**src/stok_pkg.sv**
```systemverilog
// ----------------------------------------------------------------------------
// stok_pkg
// Shared types and constants for the source tokenizer: the scan modes, the
// token kinds, the character codes and the layout of one token descriptor.
// ----------------------------------------------------------------------------
`default_nettype none

package stok_pkg;

	// Scan modes of the lexer. The modes EQ through SLASH hold one character
	// of lookahead.
	typedef enum logic [3:0] {
		M_IDLE  = 4'd0,
		M_LINE  = 4'd1,
		M_BLOCK = 4'd2,
		M_STR   = 4'd3,
		M_NUM   = 4'd4,
		M_IDENT = 4'd5,
		M_EQ    = 4'd6,
		M_BANG  = 4'd7,
		M_PLUS  = 4'd8,
		M_MINUS = 4'd9,
		M_SLASH = 4'd10
	} mode_t;

	// Token kinds as they appear on the result channel.
	typedef enum logic [4:0] {
		K_EOF     = 5'd0,
		K_SEMI    = 5'd1,
		K_LBRACE  = 5'd2,
		K_RBRACE  = 5'd3,
		K_LPAREN  = 5'd4,
		K_RPAREN  = 5'd5,
		K_EQEQ    = 5'd6,
		K_ASSIGN  = 5'd7,
		K_NOTEQ   = 5'd8,
		K_LESS    = 5'd9,
		K_GREATER = 5'd10,
		K_INC     = 5'd11,
		K_DEC     = 5'd12,
		K_STRING  = 5'd13,
		K_NUMBER  = 5'd14,
		K_IDENT   = 5'd15,
		K_UNKNOWN = 5'd16
	} kind_t;

	// Character codes.
	localparam logic [7:0] CH_TAB     = 8'h09;
	localparam logic [7:0] CH_LF      = 8'h0A;
	localparam logic [7:0] CH_CR      = 8'h0D;
	localparam logic [7:0] CH_SPACE   = 8'h20;
	localparam logic [7:0] CH_BANG    = 8'h21;
	localparam logic [7:0] CH_QUOTE   = 8'h22;
	localparam logic [7:0] CH_LPAREN  = 8'h28;
	localparam logic [7:0] CH_RPAREN  = 8'h29;
	localparam logic [7:0] CH_STAR    = 8'h2A;
	localparam logic [7:0] CH_PLUS    = 8'h2B;
	localparam logic [7:0] CH_MINUS   = 8'h2D;
	localparam logic [7:0] CH_SLASH   = 8'h2F;
	localparam logic [7:0] CH_ZERO    = 8'h30;
	localparam logic [7:0] CH_NINE    = 8'h39;
	localparam logic [7:0] CH_SEMI    = 8'h3B;
	localparam logic [7:0] CH_LESS    = 8'h3C;
	localparam logic [7:0] CH_EQUAL   = 8'h3D;
	localparam logic [7:0] CH_GREATER = 8'h3E;
	localparam logic [7:0] CH_UPPER_A = 8'h41;
	localparam logic [7:0] CH_UPPER_Z = 8'h5A;
	localparam logic [7:0] CH_UNDER   = 8'h5F;
	localparam logic [7:0] CH_LOWER_A = 8'h61;
	localparam logic [7:0] CH_LOWER_Z = 8'h7A;
	localparam logic [7:0] CH_LBRACE  = 8'h7B;
	localparam logic [7:0] CH_RBRACE  = 8'h7D;

	// Width of the position and length fields on the result channel.
	localparam int unsigned FIELD_BITS = 16;

	// One token descriptor as it is buffered for the result channel.
	typedef struct packed {
		kind_t                   kind;
		logic [FIELD_BITS-1:0]   line;
		logic [FIELD_BITS-1:0]   column;
		logic [FIELD_BITS-1:0]   length;
		logic                    last;
	} token_t;

	function automatic token_t make_token(input kind_t k, input logic [FIELD_BITS-1:0] ln,
			input logic [FIELD_BITS-1:0] col, input logic [FIELD_BITS-1:0] len);
		token_t t;
		t.kind   = k;
		t.line   = ln;
		t.column = col;
		t.length = len;
		t.last   = 1'b0;
		return t;
	endfunction

	function automatic logic is_digit(input logic [7:0] b);
		return (b >= CH_ZERO) && (b <= CH_NINE);
	endfunction

	function automatic logic is_alpha(input logic [7:0] b);
		return ((b >= CH_LOWER_A) && (b <= CH_LOWER_Z)) ||
			((b >= CH_UPPER_A) && (b <= CH_UPPER_Z));
	endfunction

endpackage

`default_nettype wire

```
**src/source_tokenizer.sv**
```systemverilog
// ----------------------------------------------------------------------------
// source_tokenizer
// Streaming lexer: takes one source byte per transaction and emits token
// descriptors (kind, start line, start column, value length).
// ----------------------------------------------------------------------------
//
//  Channel  Direction  Signals                           Contents
//  -------  ---------  --------------------------------  ----------------------------
//  s_*      in         s_tvalid s_tready s_tdata s_tlast  source byte, end of input
//  m_*      out        m_tvalid m_tready m_tdata m_tuser  token kind, line, column,
//                      m_tlast                            length, last of the byte
//
// One byte transaction is accepted per cycle while s_tready is high. Once its byte
// is registered, the scanner decodes it and writes up to two descriptors into a
// four-entry result buffer, from which the tokens are read on the m_* channel.
// The scanner runs only while the buffer has room for two descriptors; under an
// output stall s_tready falls once the input register also holds a byte.
// Reset is asynchronous: line 1, column 1, between tokens, buffers empty.
//
`default_nettype none

module source_tokenizer #(
	parameter int unsigned POSITION_BITS = 16,
	parameter int unsigned LENGTH_BITS   = 16
) (
	input  wire logic        clk,
	input  wire logic        arst_n,

	input  wire logic        s_tvalid,
	output      logic        s_tready,
	input  wire logic [7:0]  s_tdata,   // [7:0] source_byte
	input  wire logic        s_tlast,   // input_ends

	output      logic        m_tvalid,
	input  wire logic        m_tready,
	output      logic [47:0] m_tdata,   // [15:0] start_line, [31:16] start_column,
	                                    // [47:32] value_length
	output      logic [7:0]  m_tuser,   // [4:0] token_kind, [7:5] zero
	output      logic        m_tlast    // last_of_run
);

	localparam int unsigned FB         = stok_pkg::FIELD_BITS;
	localparam int unsigned FIFO_DEPTH = 4;
	localparam int unsigned PTR_BITS   = $clog2(FIFO_DEPTH);

	localparam logic [POSITION_BITS-1:0] POS_ONE = POSITION_BITS'(1);
	localparam logic [POSITION_BITS-1:0] POS_MAX = '1;
	localparam logic [LENGTH_BITS-1:0]   LEN_MAX = '1;
	localparam logic [LENGTH_BITS-1:0]   LEN_ONE = LENGTH_BITS'(1);
	localparam logic [LENGTH_BITS-1:0]   LEN_TWO = LENGTH_BITS'(2);

	// ------------------------------------------------------------------
	// Input register stage.
	// ------------------------------------------------------------------
	logic       valid_s1;
	logic [7:0] byte_s1;
	logic       ends_s1;
	logic       process;

	// ------------------------------------------------------------------
	// Scanner state.
	// ------------------------------------------------------------------
	stok_pkg::mode_t            mode_q;
	logic [POSITION_BITS-1:0]   line_q;
	logic [POSITION_BITS-1:0]   col_q;
	logic [POSITION_BITS-1:0]   tok_line_q;
	logic [POSITION_BITS-1:0]   tok_col_q;
	logic [LENGTH_BITS-1:0]     tok_len_q;
	logic                       saw_star_q;

	stok_pkg::mode_t            mode_d;
	logic [POSITION_BITS-1:0]   line_d;
	logic [POSITION_BITS-1:0]   col_d;
	logic [POSITION_BITS-1:0]   tok_line_d;
	logic [POSITION_BITS-1:0]   tok_col_d;
	logic [LENGTH_BITS-1:0]     tok_len_d;
	logic                       saw_star_d;

	stok_pkg::token_t           res [2];
	logic [1:0]                 n_res;
	logic                       again;

	// ------------------------------------------------------------------
	// Result buffer.
	// ------------------------------------------------------------------
	stok_pkg::token_t           fifo_q [FIFO_DEPTH];
	logic [PTR_BITS-1:0]        wr_ptr_q;
	logic [PTR_BITS-1:0]        rd_ptr_q;
	logic [PTR_BITS:0]          count_q;
	logic [1:0]                 push_cnt;
	logic                       pop;

	// The scanner needs room for the worst case of two descriptors.
	assign process  = valid_s1 && (count_q <= (PTR_BITS+1)'(FIFO_DEPTH - 2));
	assign s_tready = !valid_s1 || process;
	assign push_cnt = process ? n_res : 2'd0;
	assign pop      = m_tvalid && m_tready;

	always_ff @(posedge clk or negedge arst_n) begin
		if (!arst_n) begin
			valid_s1 <= 1'b0;
		end else if (s_tvalid && s_tready) begin
			valid_s1 <= 1'b1;
		end else if (process) begin
			valid_s1 <= 1'b0;
		end
	end

	always_ff @(posedge clk) begin
		if (s_tvalid && s_tready) begin
			byte_s1 <= s_tdata;
			ends_s1 <= s_tlast;
		end
	end

	// ------------------------------------------------------------------
	// Scanner: decode the registered byte against the current mode.
	// ------------------------------------------------------------------
	always_comb begin
		mode_d     = mode_q;
		line_d     = line_q;
		col_d      = col_q;
		tok_line_d = tok_line_q;
		tok_col_d  = tok_col_q;
		tok_len_d  = tok_len_q;
		saw_star_d = saw_star_q;
		res[0]     = '0;
		res[1]     = '0;
		n_res      = 2'd0;
		again      = 1'b0;

		if (ends_s1) begin
			// End of input: flush whatever token is still open, then Eof.
			case (mode_q)
				stok_pkg::M_STR: begin
					res[n_res[0]] = stok_pkg::make_token(stok_pkg::K_UNKNOWN,
						FB'(tok_line_q), FB'(tok_col_q), FB'(tok_len_q));
					n_res = n_res + 2'd1;
				end
				stok_pkg::M_NUM: begin
					res[n_res[0]] = stok_pkg::make_token(stok_pkg::K_NUMBER,
						FB'(tok_line_q), FB'(tok_col_q), FB'(tok_len_q));
					n_res = n_res + 2'd1;
				end
				stok_pkg::M_IDENT: begin
					res[n_res[0]] = stok_pkg::make_token(stok_pkg::K_IDENT,
						FB'(tok_line_q), FB'(tok_col_q), FB'(tok_len_q));
					n_res = n_res + 2'd1;
				end
				stok_pkg::M_EQ: begin
					res[n_res[0]] = stok_pkg::make_token(stok_pkg::K_ASSIGN,
						FB'(tok_line_q), FB'(tok_col_q), FB'(LEN_ONE));
					n_res = n_res + 2'd1;
				end
				stok_pkg::M_BANG, stok_pkg::M_PLUS, stok_pkg::M_MINUS,
				stok_pkg::M_SLASH: begin
					res[n_res[0]] = stok_pkg::make_token(stok_pkg::K_UNKNOWN,
						FB'(tok_line_q), FB'(tok_col_q), FB'(LEN_ONE));
					n_res = n_res + 2'd1;
				end
				default: begin
				end
			endcase
			res[n_res[0]] = stok_pkg::make_token(stok_pkg::K_EOF,
				FB'(line_q), FB'(col_q), '0);
			n_res      = n_res + 2'd1;
			mode_d     = stok_pkg::M_IDLE;
			line_d     = POS_ONE;
			col_d      = POS_ONE;
			tok_line_d = POS_ONE;
			tok_col_d  = POS_ONE;
			tok_len_d  = '0;
			saw_star_d = 1'b0;
		end else begin
			case (mode_q)
				stok_pkg::M_LINE: begin
					if (byte_s1 == stok_pkg::CH_LF) begin
						mode_d = stok_pkg::M_IDLE;
					end
				end
				stok_pkg::M_BLOCK: begin
					if (saw_star_q && byte_s1 == stok_pkg::CH_SLASH) begin
						mode_d     = stok_pkg::M_IDLE;
						saw_star_d = 1'b0;
					end else begin
						saw_star_d = (byte_s1 == stok_pkg::CH_STAR);
					end
				end
				stok_pkg::M_STR: begin
					if (byte_s1 == stok_pkg::CH_QUOTE) begin
						res[n_res[0]] = stok_pkg::make_token(stok_pkg::K_STRING,
							FB'(tok_line_q), FB'(tok_col_q), FB'(tok_len_q));
						n_res  = n_res + 2'd1;
						mode_d = stok_pkg::M_IDLE;
					end else if (byte_s1 == stok_pkg::CH_LF) begin
						res[n_res[0]] = stok_pkg::make_token(stok_pkg::K_UNKNOWN,
							FB'(tok_line_q), FB'(tok_col_q), FB'(tok_len_q));
						n_res = n_res + 2'd1;
						again = 1'b1;
					end else if (tok_len_q != LEN_MAX) begin
						tok_len_d = tok_len_q + LEN_ONE;
					end
				end
				stok_pkg::M_NUM: begin
					if (stok_pkg::is_digit(byte_s1)) begin
						if (tok_len_q != LEN_MAX) begin
							tok_len_d = tok_len_q + LEN_ONE;
						end
					end else begin
						res[n_res[0]] = stok_pkg::make_token(stok_pkg::K_NUMBER,
							FB'(tok_line_q), FB'(tok_col_q), FB'(tok_len_q));
						n_res = n_res + 2'd1;
						again = 1'b1;
					end
				end
				stok_pkg::M_IDENT: begin
					if (stok_pkg::is_digit(byte_s1) || stok_pkg::is_alpha(byte_s1) ||
							byte_s1 == stok_pkg::CH_UNDER) begin
						if (tok_len_q != LEN_MAX) begin
							tok_len_d = tok_len_q + LEN_ONE;
						end
					end else begin
						res[n_res[0]] = stok_pkg::make_token(stok_pkg::K_IDENT,
							FB'(tok_line_q), FB'(tok_col_q), FB'(tok_len_q));
						n_res = n_res + 2'd1;
						again = 1'b1;
					end
				end
				stok_pkg::M_EQ: begin
					if (byte_s1 == stok_pkg::CH_EQUAL) begin
						res[n_res[0]] = stok_pkg::make_token(stok_pkg::K_EQEQ,
							FB'(tok_line_q), FB'(tok_col_q), FB'(LEN_TWO));
						n_res  = n_res + 2'd1;
						mode_d = stok_pkg::M_IDLE;
					end else begin
						res[n_res[0]] = stok_pkg::make_token(stok_pkg::K_ASSIGN,
							FB'(tok_line_q), FB'(tok_col_q), FB'(LEN_ONE));
						n_res = n_res + 2'd1;
						again = 1'b1;
					end
				end
				stok_pkg::M_BANG: begin
					if (byte_s1 == stok_pkg::CH_EQUAL) begin
						res[n_res[0]] = stok_pkg::make_token(stok_pkg::K_NOTEQ,
							FB'(tok_line_q), FB'(tok_col_q), FB'(LEN_TWO));
						n_res  = n_res + 2'd1;
						mode_d = stok_pkg::M_IDLE;
					end else begin
						res[n_res[0]] = stok_pkg::make_token(stok_pkg::K_UNKNOWN,
							FB'(tok_line_q), FB'(tok_col_q), FB'(LEN_ONE));
						n_res = n_res + 2'd1;
						again = 1'b1;
					end
				end
				stok_pkg::M_PLUS: begin
					if (byte_s1 == stok_pkg::CH_PLUS) begin
						res[n_res[0]] = stok_pkg::make_token(stok_pkg::K_INC,
							FB'(tok_line_q), FB'(tok_col_q), FB'(LEN_TWO));
						n_res  = n_res + 2'd1;
						mode_d = stok_pkg::M_IDLE;
					end else begin
						res[n_res[0]] = stok_pkg::make_token(stok_pkg::K_UNKNOWN,
							FB'(tok_line_q), FB'(tok_col_q), FB'(LEN_ONE));
						n_res = n_res + 2'd1;
						again = 1'b1;
					end
				end
				stok_pkg::M_MINUS: begin
					if (byte_s1 == stok_pkg::CH_MINUS) begin
						res[n_res[0]] = stok_pkg::make_token(stok_pkg::K_DEC,
							FB'(tok_line_q), FB'(tok_col_q), FB'(LEN_TWO));
						n_res  = n_res + 2'd1;
						mode_d = stok_pkg::M_IDLE;
					end else if (stok_pkg::is_digit(byte_s1)) begin
						// A minus sign followed by a digit opens a negative number.
						mode_d    = stok_pkg::M_NUM;
						tok_len_d = LEN_TWO;
					end else begin
						res[n_res[0]] = stok_pkg::make_token(stok_pkg::K_UNKNOWN,
							FB'(tok_line_q), FB'(tok_col_q), FB'(LEN_ONE));
						n_res = n_res + 2'd1;
						again = 1'b1;
					end
				end
				stok_pkg::M_SLASH: begin
					if (byte_s1 == stok_pkg::CH_SLASH) begin
						mode_d = stok_pkg::M_LINE;
					end else if (byte_s1 == stok_pkg::CH_STAR) begin
						mode_d     = stok_pkg::M_BLOCK;
						saw_star_d = 1'b0;
					end else begin
						res[n_res[0]] = stok_pkg::make_token(stok_pkg::K_UNKNOWN,
							FB'(tok_line_q), FB'(tok_col_q), FB'(LEN_ONE));
						n_res = n_res + 2'd1;
						again = 1'b1;
					end
				end
				default: begin
					again = 1'b1;
				end
			endcase

			// The byte was not consumed by an open token: it starts a new one
			// at the current position.
			if (again) begin
				tok_line_d = line_q;
				tok_col_d  = col_q;
				tok_len_d  = '0;
				mode_d     = stok_pkg::M_IDLE;
				case (byte_s1)
					stok_pkg::CH_SPACE, stok_pkg::CH_TAB, stok_pkg::CH_LF,
					stok_pkg::CH_CR: begin
					end
					stok_pkg::CH_SEMI: begin
						res[n_res[0]] = stok_pkg::make_token(stok_pkg::K_SEMI,
							FB'(line_q), FB'(col_q), FB'(LEN_ONE));
						n_res = n_res + 2'd1;
					end
					stok_pkg::CH_LBRACE: begin
						res[n_res[0]] = stok_pkg::make_token(stok_pkg::K_LBRACE,
							FB'(line_q), FB'(col_q), FB'(LEN_ONE));
						n_res = n_res + 2'd1;
					end
					stok_pkg::CH_RBRACE: begin
						res[n_res[0]] = stok_pkg::make_token(stok_pkg::K_RBRACE,
							FB'(line_q), FB'(col_q), FB'(LEN_ONE));
						n_res = n_res + 2'd1;
					end
					stok_pkg::CH_LPAREN: begin
						res[n_res[0]] = stok_pkg::make_token(stok_pkg::K_LPAREN,
							FB'(line_q), FB'(col_q), FB'(LEN_ONE));
						n_res = n_res + 2'd1;
					end
					stok_pkg::CH_RPAREN: begin
						res[n_res[0]] = stok_pkg::make_token(stok_pkg::K_RPAREN,
							FB'(line_q), FB'(col_q), FB'(LEN_ONE));
						n_res = n_res + 2'd1;
					end
					stok_pkg::CH_LESS: begin
						res[n_res[0]] = stok_pkg::make_token(stok_pkg::K_LESS,
							FB'(line_q), FB'(col_q), FB'(LEN_ONE));
						n_res = n_res + 2'd1;
					end
					stok_pkg::CH_GREATER: begin
						res[n_res[0]] = stok_pkg::make_token(stok_pkg::K_GREATER,
							FB'(line_q), FB'(col_q), FB'(LEN_ONE));
						n_res = n_res + 2'd1;
					end
					stok_pkg::CH_EQUAL: mode_d = stok_pkg::M_EQ;
					stok_pkg::CH_BANG:  mode_d = stok_pkg::M_BANG;
					stok_pkg::CH_PLUS:  mode_d = stok_pkg::M_PLUS;
					stok_pkg::CH_MINUS: mode_d = stok_pkg::M_MINUS;
					stok_pkg::CH_SLASH: mode_d = stok_pkg::M_SLASH;
					stok_pkg::CH_QUOTE: mode_d = stok_pkg::M_STR;
					default: begin
						if (stok_pkg::is_digit(byte_s1)) begin
							mode_d    = stok_pkg::M_NUM;
							tok_len_d = LEN_ONE;
						end else if (stok_pkg::is_alpha(byte_s1) ||
								byte_s1 == stok_pkg::CH_UNDER) begin
							mode_d    = stok_pkg::M_IDENT;
							tok_len_d = LEN_ONE;
						end else begin
							res[n_res[0]] = stok_pkg::make_token(stok_pkg::K_UNKNOWN,
								FB'(line_q), FB'(col_q), FB'(LEN_ONE));
							n_res = n_res + 2'd1;
						end
					end
				endcase
			end

			// Position tracking, saturating at the counter maximum.
			if (byte_s1 == stok_pkg::CH_LF) begin
				line_d = (line_q == POS_MAX) ? line_q : line_q + POS_ONE;
				col_d  = POS_ONE;
			end else begin
				col_d = (col_q == POS_MAX) ? col_q : col_q + POS_ONE;
			end
		end

		// Mark the final descriptor caused by this byte.
		if (n_res == 2'd2) begin
			res[1].last = 1'b1;
		end else if (n_res == 2'd1) begin
			res[0].last = 1'b1;
		end
	end

	always_ff @(posedge clk or negedge arst_n) begin
		if (!arst_n) begin
			mode_q     <= stok_pkg::M_IDLE;
			line_q     <= POS_ONE;
			col_q      <= POS_ONE;
			tok_line_q <= POS_ONE;
			tok_col_q  <= POS_ONE;
			tok_len_q  <= '0;
			saw_star_q <= 1'b0;
		end else if (process) begin
			mode_q     <= mode_d;
			line_q     <= line_d;
			col_q      <= col_d;
			tok_line_q <= tok_line_d;
			tok_col_q  <= tok_col_d;
			tok_len_q  <= tok_len_d;
			saw_star_q <= saw_star_d;
		end
	end

	// ------------------------------------------------------------------
	// Result buffer: up to two writes and one read per cycle.
	// ------------------------------------------------------------------
	always_ff @(posedge clk or negedge arst_n) begin
		if (!arst_n) begin
			wr_ptr_q <= '0;
			rd_ptr_q <= '0;
			count_q  <= '0;
		end else begin
			wr_ptr_q <= wr_ptr_q + PTR_BITS'(push_cnt);
			if (pop) begin
				rd_ptr_q <= rd_ptr_q + PTR_BITS'(1);
			end
			count_q <= count_q + (PTR_BITS+1)'(push_cnt) - (PTR_BITS+1)'(pop);
		end
	end

	always_ff @(posedge clk) begin
		if (push_cnt != 2'd0) begin
			fifo_q[wr_ptr_q] <= res[0];
		end
		if (push_cnt == 2'd2) begin
			fifo_q[wr_ptr_q + PTR_BITS'(1)] <= res[1];
		end
	end

	assign m_tvalid = (count_q != '0);
	assign m_tdata  = {fifo_q[rd_ptr_q].length, fifo_q[rd_ptr_q].column,
		fifo_q[rd_ptr_q].line};
	assign m_tuser  = {3'b000, fifo_q[rd_ptr_q].kind};
	assign m_tlast  = fifo_q[rd_ptr_q].last;

endmodule

`default_nettype wire
```
**config.mk**
```make
export PLATFORM = sky130hd
export DESIGN_NAME = source_tokenizer
export DESIGN_NICKNAME = d
export VERILOG_FILES = /design/src/stok_pkg.sv /design/src/source_tokenizer.sv
export SDC_FILE = /design/constraint.sdc
export NUM_CORES = 1
export LEC_CHECK = 0
export ABC_AREA = 0
export BUFFER_PORTS_ARGS = -buffer_cell sky130_fd_sc_hd__buf_2
export CAP_MARGIN = 20
export CORE_MARGIN = 3
export CORE_UTILIZATION = 48
export DETAILED_ROUTE_END_ITERATION = 16
export SYNTH_ARGS = -nofsm -noshare
export SYNTH_HDL_FRONTEND = slang
export SYNTH_SLANG_ARGS = --single-unit
```
**constraint.sdc**
```tcl
create_clock -name clk -period 9.75 [get_ports clk]
set_input_delay 0.4875 -clock clk [delete_from_list [all_inputs] [get_ports clk]]
set_output_delay 0.4875 -clock clk [all_outputs]
set_load 0.03 [all_outputs]
```
==> results.ini, run 1 <==
[clocking]
h-tree-depth = 2
cts_tree = done
ctsRootBufferMaster = clkbuf_16
path_clk_slew_ns = 0.06
post_cts_buffers = 0
cts-buffers-inserted = 36
clock_sinks = 318
cts_buffer_depth = 3
clkLatencyLatePin_ns = 0.52

[sta]
post-route-min-period_ns = 6.31
slew_viol_final = 0
fin_skew_ns = 0.0141
relSlewSlack_pct = 28.6
hold_viol = 0
tightestPinTransition_ns = 1.07
rsz0062_at_grt = no
fin_crit_sh_pct = 64.7
final.setup.tns_ns = 0
layout_setup_ws_ns = 3.44
finalSetupViolations = 0
max_freq_mhz = 158

[final_layout]
area_growth_pct = 10.3
final_layout_size_suffix_gt1_share_pct = 17.8
final_cells = 1929
fin_nets = 1467
final_util_pct = 53.9
fillers = 3058

[floorplanning]
dieHeight_microns = 194
start_util_pct = 48.9
core_sq_um = 34700
die_area_sq_um = 37600
pin_count = 72
die_w_microns = 194
rows = 68

[global_routing]
grt_overflow = 0
antenna_found_initial = 0
grt_max_degree = 59
grt_pass1_vias = 11800
grt_pass1_wl_mm = 69.1
track_usage_pct = 23.0

[synthesis]
avgSynthCellArea_sq_um = 11.9
synth_flop_cell = edfxtp_1
syn_area_sq_um = 17000
synthCells = 1430
synth-async-reset-ratio_pct = 29.2
ys_types = 83
yosysWarnings = 0
synth_edf_count = 225
seq_area_frac_synth_pct = 53.6
ys_ff_latch = 318

[worst_setup_path]
rr_worst_depth = 14
crit_path_start_kind = flop
path_class = reg -> reg
endpoint_kind = flop
critical_path.max_fanout = 41
critPathRequiredTime_ns = 9.89
crit_arrival_ns = 6.45

[detailed_routing]
wl_met1_mm = 19.3
wl_met2_mm = 20.7
dr.first_iter.drc_count = 1079
wire_per_inst_microns = 22.7
drt_wl_total_mm = 43.7
vias = 11900
met3_length_mm = 2.87
ant_nets = 0
drc_errors = 0
viasPerCell = 6.16
drtPass1Iterations = 6
top_layer_used = met4

[power]
power_mw = 5.38
p_sw_mw = 2.19
vdd_drop_max_mv = 0.166
pwr-share-comb_pct = 40.0
netSwitchingFraction_pct = 40.7
leakagePower_nw = 7.85
power_density_nw_per_um2 = 288
intPower_mw = 3.19
power.clock.fraction_pct = 23.1
power.share.sequential_pct = 36.9

[job]
maxCapViolCount = 0

[place]
dp_hpwl_mm = 27.0
gp_congestion = 0.932
dpl.cell_count = 1863
io_buffers = 68
place_ws_ns = 3.53

[worst_hold_path]
hold_path_depth = 1
hp-class = in -> reg

[outcome]
status = complete, no violations

## power groups by stage
stage | registers, mW | clock network (mW) | logic [mW]
final | 1.99 | 1.24 | 2.15
after global routing | 2.02 | 1.32 | 2.31
after CTS | 1.99 | 1.27 | 2.17
after detailed placement | 2.02 | 0 | 2.16
after global placement | 2.01 | 0 | 2.15
after floorplan | 1.89 | 0 | 1.61
## sequential cells by signal, summed over array words and instances, names as in the netlist
signal,cells
tok_line_q,16
valid_s1,1
rd_ptr_q,2
count_q,3
col_q,16
wr_ptr_q,2
byte_s1,8
saw_star_q,1
tok_col_q,16
mode_q,4
ends_s1,1
fifo_q,216
line_q,16
tok_len_q,16
## layer usage
layer  GRT usage, %  up-vias
met5              0        -
met4           5.69        0
met3           3.67       61
met2           37.3      422
met1           32.7     5933
li1               -     5460
## synthesized netlist by cell type, drive strengths merged, types with 3 or more instances
cell type / count / area share, %
mux4: 54 / 7.2
and2: 10 / 0.37
mux2: 37 / 2.5
dfstp: 4 / 0.62
nand2: 175 / 3.9
a41oi: 4 / 0.21
xnor2: 21 / 1.1
o21a: 4 / 0.18
o221ai: 3 / 0.23
o211ai: 4 / 0.18
dfrtp: 89 / 13
or4b: 3 / 0.18
mux2i: 145 / 8.6
nand4bb: 4 / 0.27
o31ai: 12 / 0.53
o41ai: 8 / 0.41
a211o: 3 / 0.15
nor2: 141 / 3.1
nor4: 12 / 0.44
nand4: 42 / 1.5
inv: 14 / 0.31
or2: 9 / 0.33
a21oi: 27 / 0.82
buf: 38 / 1.2
and3: 12 / 0.47
a221oi: 3 / 0.15
nand2b: 10 / 0.37
a31oi: 10 / 0.37
a222oi: 32 / 1.9
o21bai: 3 / 0.13
nand3: 33 / 0.97
xor2: 17 / 0.88
and4: 4 / 0.24
or3: 8 / 0.29
ha: 6 / 0.44
edfxtp: 225 / 40
clkbuf: 80 / 1.8
o22ai: 3 / 0.11
o21ai: 51 / 1.5
nor3: 16 / 0.50
nand4b: 4 / 0.21
nor2b: 14 / 0.52
## critical path: stages (launching register included)
cell	delay, ns
edfxtp_1	0.88
and2_1	0.30
o2111ai_1	0.17
a2111o_1	0.59
and4_4	0.25
inv_2	0.72
ha_1	0.30
nand2_1	0.06
nor3_1	0.29
a21oi_2	0.10
o41a_1	0.58
or2_2	0.33
buf_4	0.37
o21ai_4	0.33
buf_4	0.62
## worst paths after layout
path / slack [ns] / start / to
hold reg to reg: 0.48 / tok_col_q[9] / tok_col_q[9]
setup / recovery: 3.44 / byte_s1[1] / fifo_q[3][24]
min in group asynchronous: 0.51 / arst_n / tok_line_q[13]
max in group asynchronous: 8.01 / arst_n / rd_ptr_q[0]
setup reg to reg: 3.44 / byte_s1[1] / fifo_q[3][24]
hold / removal: 0.15 / s_tdata[3] / byte_s1[3]
## repair_timing
item / CTS / global route
hold endpoints to repair: 32 / 0
hold buffers: 1 / 0
resized for setup: 0 / 0
## cells in the final DEF (no fill, tap or decap), types with 11 or more instances in the layout
cell and instances:
edfxtp_1 225, inv_1 13, nand4_1 42, clkbuf_16 36
xnor2_1 20, and3_1 11, mux2i_1 145, mux2_2 34
nand2_1 175, a21oi_1 26, nor4_1 12, o31ai_1 11
nor2_1 140, clkbuf_1 13, mux4_2 54, buf_2 67
xor2_1 17, nor2b_1 14, o21ai_0 45, buf_4 27
dfrtp_1 87, nor3_1 15, a222oi_1 32, nand3_1 33
## metrics by stage
step	hold WS, ns	instance area (sq um)
6_report	0.149	18700
5_1_grt	0.132	18700
4_1_cts	0.130	18700
3_5_place_dp	0.475	17600
3_3_place_gp	0.465	17600
2_1_floorplan	0.192	17000
## final cells by class
class	instances	area [sq um]	area share, %
clock inverter	15	111	0.595
multi-input combinational	982	7390	39.5
inverter	14	52.6	0.281
sequential	318	9090	48.6
antenna	1	2.50	0.0134
clock buffer	49	950	5.07
tap	455	569	3.04
timing repair buffer	95	548	2.93
## cell families after synthesis
family | Yosys count | synth area share, %
mux | 236 | 18.2
flops | 318 | 53.6
buf+inv | 132 | 3.33
simple gates | 508 | 14.3
compound gates | 190 | 8.11
xor+xnor | 38 | 1.96
other cells | 1 | 0.0221
fa+ha+maj | 7 | 0.560
Power figures use the tool's default switching activity.
==> run 2, diff against run 1 <==
- clock period: 9.75 -> 6.4 ns (I/O delays scaled with it)
==> run 2 against run 1 <==
  * Cell area increased by 1.4%
  * Fmax increased by 21%
  * Worst hold slack improved by 0.19 ns
  * Largest power group unchanged
==> results.ini, run 2 (synthesized netlist as in run 1, its figures left out) <==
[outcome]
status = complete, no violations

[place]
io_buffers = 68
dp_hpwl_mm = 27.5
place_ws_ns = 1.29
placed_cell_area_sq_um = 17700
gp_congestion = 0.885
dpl.cell_count = 1869

[worst_setup_path]
endpoint_kind = flop
path_buf_inv = 3
cp_slowest_stage_delay_ns = 0.89
critical_path.max_fanout = 40
crit_path_top_delay_cell = edfxtp_1
crit_path_start_kind = flop
crit_arrival_ns = 5.35
worst_path_most_repeated_cell = buf_4
cp-startpoint = byte_s1[1]
path_cells = and2_1 > o2111ai_1 > a2111o_1 > and4_4 > inv_2 > buf_4 > a21oi_2 > o41a_1 > or2_2 > o21ai_4 > buf_4
cp_top_family = compound AO/OA/AOI/OAI gates
r2r_start = byte_s1[1]
path_class = reg -> reg
critPathRequiredTime_ns = 6.55

[global_routing]
grt_overflow = 0
grtUsageMet3_pct = 4.14
gr-usage-met2_pct = 38.1
use_met1_pct = 33.6
grt_pass1_vias = 11900
grt_max_degree = 52
grt_pass1_wl_mm = 70.8
antenna_found_initial = 1
top_usage_layer = met2
track_usage_pct = 23.6

[final_layout]
design_area_sq_um = 19000
multi_input_area_sq_um = 7390
largest_register_ffs = 216
layout_commonest_cell = edfxtp_1
final_cell_mix = 225 x edfxtp_1, 175 x nand2_1, 145 x mux2i_1
seqCellArea_sq_um = 9090
top_register = fifo_q
final_layout_size_suffix_gt1_share_pct = 18.5
fin_nets = 1485
diodes = 0
final_cells = 1948
fillers = 2991
final_util_pct = 54.7
area_growth_pct = 11.9

[worst_hold_path]
min-delay-start = m_tready
hp-class = in -> reg

[detailed_routing]
drtPass1Iterations = 7
drt_wl_total_mm = 44.7
wire_per_inst_microns = 22.9
vias = 12000
viasPerCell = 6.16
drc_errors = 0
dr.first_iter.drc_count = 1080
ant_nets = 0

[power]
power_density_nw_per_um2 = 441
power_mw = 8.37
leakagePower_nw = 7.98
vdd_drop_max_mv = 0.300

[sta]
fin_crit_sh_pct = 81.3
rsz0062_at_grt = no
hold_viol = 0
final.setup.tns_ns = 0
hold_ws_ns = 0.336
tightestPinTransition_ns = 1.07
finalSetupViolations = 0
max_freq_mhz = 192
slew_viol_final = 0
layout_setup_ws_ns = 1.20
post-route-min-period_ns = 5.20
relSlewSlack_pct = 28.4
fin_skew_ns = 0.0130

[floorplanning]
start_util_pct = 48.9
rows = 68
dieHeight_microns = 194
core_sq_um = 34700
die_area_sq_um = 37600
die_w_microns = 194
pin_count = 72

[clocking]
ctsRootBufferMaster = clkbuf_16
cts-buffers-inserted = 36
h-tree-depth = 2
path_clk_slew_ns = 0.06
cts_tree = done
clock_sinks = 318
clkLatencyLatePin_ns = 0.52
cts_buffer_depth = 3
cts_resized = 0

[job]
maxCapViolCount = 0

[run 2: cell count changes in the layout (fill, tap and decap cells not counted), sizes merged]
cell	change
diode	-1
clkbuf	+5
buf	+8
clkinvlp	+1
inv	-2
clkinv	-2
dlygate4sd3	+10
[run 2: final cells by class]
cell class                 instances  area share (%)
clock buffer                      54            5.54
clock inverter                    12           0.501
inverter                          14           0.277
multi-input combinational        982            38.9
sequential                       318            47.9
tap                              455            3.00
timing repair buffer             113            3.85
[run 2: tightest hold or removal path, delay by kind of cell]
kind,cells,cell delay [ns]
AND/OR/NAND/NOR,1,0.31
buffers and inverters,1,0.07
XOR/XNOR,1,0.11
[run 2: worst paths after layout]
path	endpoint	cells after the start	slack (ns)
min reg2reg	tok_line_q[0]	2	0.49
max in group asynchronous	tok_line_q[12]	3	4.80
min in group asynchronous	mode_q[0]	2	0.41
min	rd_ptr_q[0]	3	0.34
max reg2reg	fifo_q[3][10]	11	1.20
max	fifo_q[3][10]	11	1.20
[run 2: report_power, final]
| group | switching (mW) | internal, mW | total (mW) |
|---|---|---|---|
| Combinational | 2.24 | 1.09 | 3.33 |
| Sequential | 0.328 | 2.71 | 3.03 |
| Clock | 0.825 | 1.18 | 2.00 |
| Total | 3.39 | 4.98 | 8.37 |
[run 2: metal layers]
metal,up-vias,part of all wire (%)
met5,-,0.016
met4,2,2.1
met3,70,6.6
met2,390,47
met1,6037,44
li1,5509,-
[run 2: repair_timing]
item / 4_1_cts / 5_1_grt
setup buffers: 0 / 0
hold buffers: 11 / 0
endpoints found under the hold margin: 58 / 0
setup endpoints to repair: 0 / 0
==> run 3, diff against run 2 <==
- ABC_AREA: 0 -> 1
- PLACE_DENSITY: not set -> 0.67
- clock period: 6.4 -> 4.4 ns (I/O delays scaled with it)
==> run 3 against run 2 <==
  * Via count up 43%
  * Synthesized area up 10%
  * Fmax up 36%
  * Final cell count is 49% higher
  * First-iteration DRC count is 68% higher
  * Register-to-register slack worse by 0.61 ns
  * Clock power grew 57%
  * Routed wire length increased by 27%
  * Worst setup slack got worse by 0.61 ns
  * Critical path type unchanged
  * Flip-flop and latch count unchanged
  * Highest routed layer is now met4
  * Global-route usage rose by 3.8 points
  * Largest cell class unchanged
  * Clock skew increased by 0.013 ns
  * Critical endpoint is now fifo_q[0][25]
==> results.ini, run 3 <==
[detailed_routing]
viasPerCell = 5.92
wire_per_inst_microns = 19.6
drt_wl_total_mm = 56.9
drc_errors = 0
drtPass1Iterations = 7
vias = 17100
ant_nets = 0
dr.first_iter.drc_count = 1816

[synthesis]
synth_edf_count = 225
synthTopCellsByArea = edfxtp_1 36%, dfrtp_1 12%, nand2_1 12%, nand4_1 5.5%, o21ai_0 5.3%
synthCells = 2348
synth_top_cell_by_area = edfxtp_1
synth_top_cells_by_count = 582 x nand2_1, 257 x nor2_1, 225 x edfxtp_1
synth_flop_cell = edfxtp_1
yosysWarnings = 0
ys_types = 53
ys_ff_latch = 318
syn_area_sq_um = 18700
synth-async-reset-ratio_pct = 29.2
seq_area_frac_synth_pct = 48.7
avgSynthCellArea_sq_um = 7.95
synth.most_common_cell = nand2_1
yosysTopAreaCellShare_pct = 36.2

[floorplanning]
die_w_microns = 203
dieHeight_microns = 203
core_sq_um = 38000
pin_count = 72
start_util_pct = 49.1
die_area_sq_um = 41300
rows = 71

[sta]
relSlewSlack_pct = 24.8
fin_skew_ns = 0.0261
max_freq_mhz = 262
finalSetupViolations = 0
slew_viol_final = 0
hold_viol = 0
rsz0062_at_grt = no
fin_crit_sh_pct = 86.7
post-route-min-period_ns = 3.82
tightestPinTransition_ns = 1.13
final.setup.tns_ns = 0

[power]
leakagePower_nw = 8.66
vdd_drop_max_mv = 0.461
power_mw = 13.8
power_density_nw_per_um2 = 670

[worst_setup_path]
path_class = reg -> reg
cp-startpoint = byte_s1[0]
rr_worst_depth = 18
r2r_start = byte_s1[0]
crit_path_start_kind = flop
critPathRequiredTime_ns = 4.61
critical_path.max_fanout = 54
crit_arrival_ns = 4.03
r2r_slack_ns = 0.58
r2r-end = fifo_q[0][25]
endpoint_kind = flop

[final_layout]
final_layout_size_suffix_gt1_share_pct = 10.0
area_growth_pct = 10.5
largest_register_ffs = 216
top_register = fifo_q
fin_nets = 2376
final_cell_mix = 578 x nand2_1, 253 x nor2_1, 225 x edfxtp_1
diodes = 0
layout_commonest_cell = nand2_1

[place]
io_buffers = 68
gp_congestion = 0.925
dp_hpwl_mm = 34.5

[global_routing]
grt_pass1_wl_mm = 90.4
grt_max_degree = 81
antenna_found_initial = 0
grt_overflow = 0
track_usage_pct = 27.4
grt_pass1_vias = 16500

[clocking]
ctsRootBufferMaster = clkbuf_16
clock_sinks = 318
h-tree-depth = 2
clkLatencyLatePin_ns = 0.57
cts-buffers-inserted = 37
cts_tree = done
cts_buffer_depth = 3
cts_resized = 0
path_clk_slew_ns = 0.06

[job]
maxCapViolCount = 0

[worst_hold_path]
hp-class = in -> async

[outcome]
status = complete, no violations

## run 3: changes by cell type in the layout (fill, tap and decap cells not counted), sizes merged, moves of 18 or more
cell	delta
nor3	+23
mux2i	-145
nand2	+420
nand4	+123
mux4	-54
xnor2	-19
o21ai	+181
nand3	+73
o22ai	+96
a222oi	-32
mux2	-37
nor2	+129
a21oi	+18
inv	+231
## run 3: power breakdown
group	leakage, nW	internal [mW]	total, mW	switching [mW]
sequential	3.34	3.99	4.20	0.213
combinational	4.72	1.44	6.48	5.04
clock	0.593	1.82	3.14	1.32
total	8.66	7.25	13.8	6.57
## run 3: layout make-up
| type | count | area (sq um) |
|---|---|---|
| inverters | 246 | 928 |
| clock buffers | 44 | 962 |
| clock inverters | 24 | 270 |
| multi-input cells | 1631 | 7880 |
| well taps | 511 | 639 |
| flip-flops and latches | 318 | 9090 |
| fillers | 3493 | 17400 |
| repair buffers | 122 | 856 |
## run 3: kinds of logic after synthesis
| family | after synthesis | synth area share [%] |
|---|---|---|
| xor+xnor | 10 | 0.469 |
| simple gates | 1186 | 28.3 |
| other cells | 1 | 0.0201 |
| flops | 318 | 48.7 |
| compound gates | 425 | 12.8 |
| buf+inv | 401 | 9.20 |
| fa+ha+maj | 7 | 0.510 |
## run 3: metrics by stage
step	worst slack [ns]	utilization [%]	area [sq um]	std cells	hold slack, ns
global route	0.301	54.3	20600	2896	0.387
CTS	0.714	54.2	20600	2894	0.324
detailed placement	0.714	50.6	19200	2814	0.374
finish	0.584	54.3	20600	2896	0.325
global placement	0.780	50.6	19200	2814	0.357
floorplan	0.345	-	18700	2350	-0.0756
## run 3: critical path: stages (launching register included)
cell      delay, ns
edfxtp_1       0.48
nor2_2         0.22
inv_1          0.09
nor2_1         0.11
nand2_1        0.11
nand3_2        0.12
nand2_1        0.07
nor2_1         0.15
inv_1          0.05
nor2_1         0.51
o21ai_0        0.23
nand2_1        0.12
nand2_1        0.07
nand2_2        0.07
nand2_4        0.08
inv_4          0.14
nand3_4        0.26
nand2_2        0.21
buf_12         0.31
## run 3: how the worst max path moves through the flow
stage | end | slack, ns | depth (start not counted)
finish | fifo_q[0][25] | 0.58 | 18
global route | fifo_q[2][29] | 0.30 | 18
CTS | fifo_q[0][5] | 0.71 | 20
detailed placement | fifo_q[0][8] | 0.71 | 20
global placement | fifo_q[1][8] | 0.78 | 20
floorplan | fifo_q[1][0] | 0.34 | 21
## run 3: repair_timing
| action | in CTS | in global routing |
|---|---|---|
| endpoints found under the hold margin | 66 | 0 |
| setup buffers | 0 | 0 |
| hold buffers | 12 | 0 |
| setup endpoints to repair | 0 | 0 |
## run 3: per-layer routing
metal	global-route usage [%]	up-vias	routed length, microns
met5	0	-	0
met4	9.88	0	1660
met3	4.72	140	5400
met2	44.6	882	26300
met1	37.1	8066	23500
li1	-	8050	-
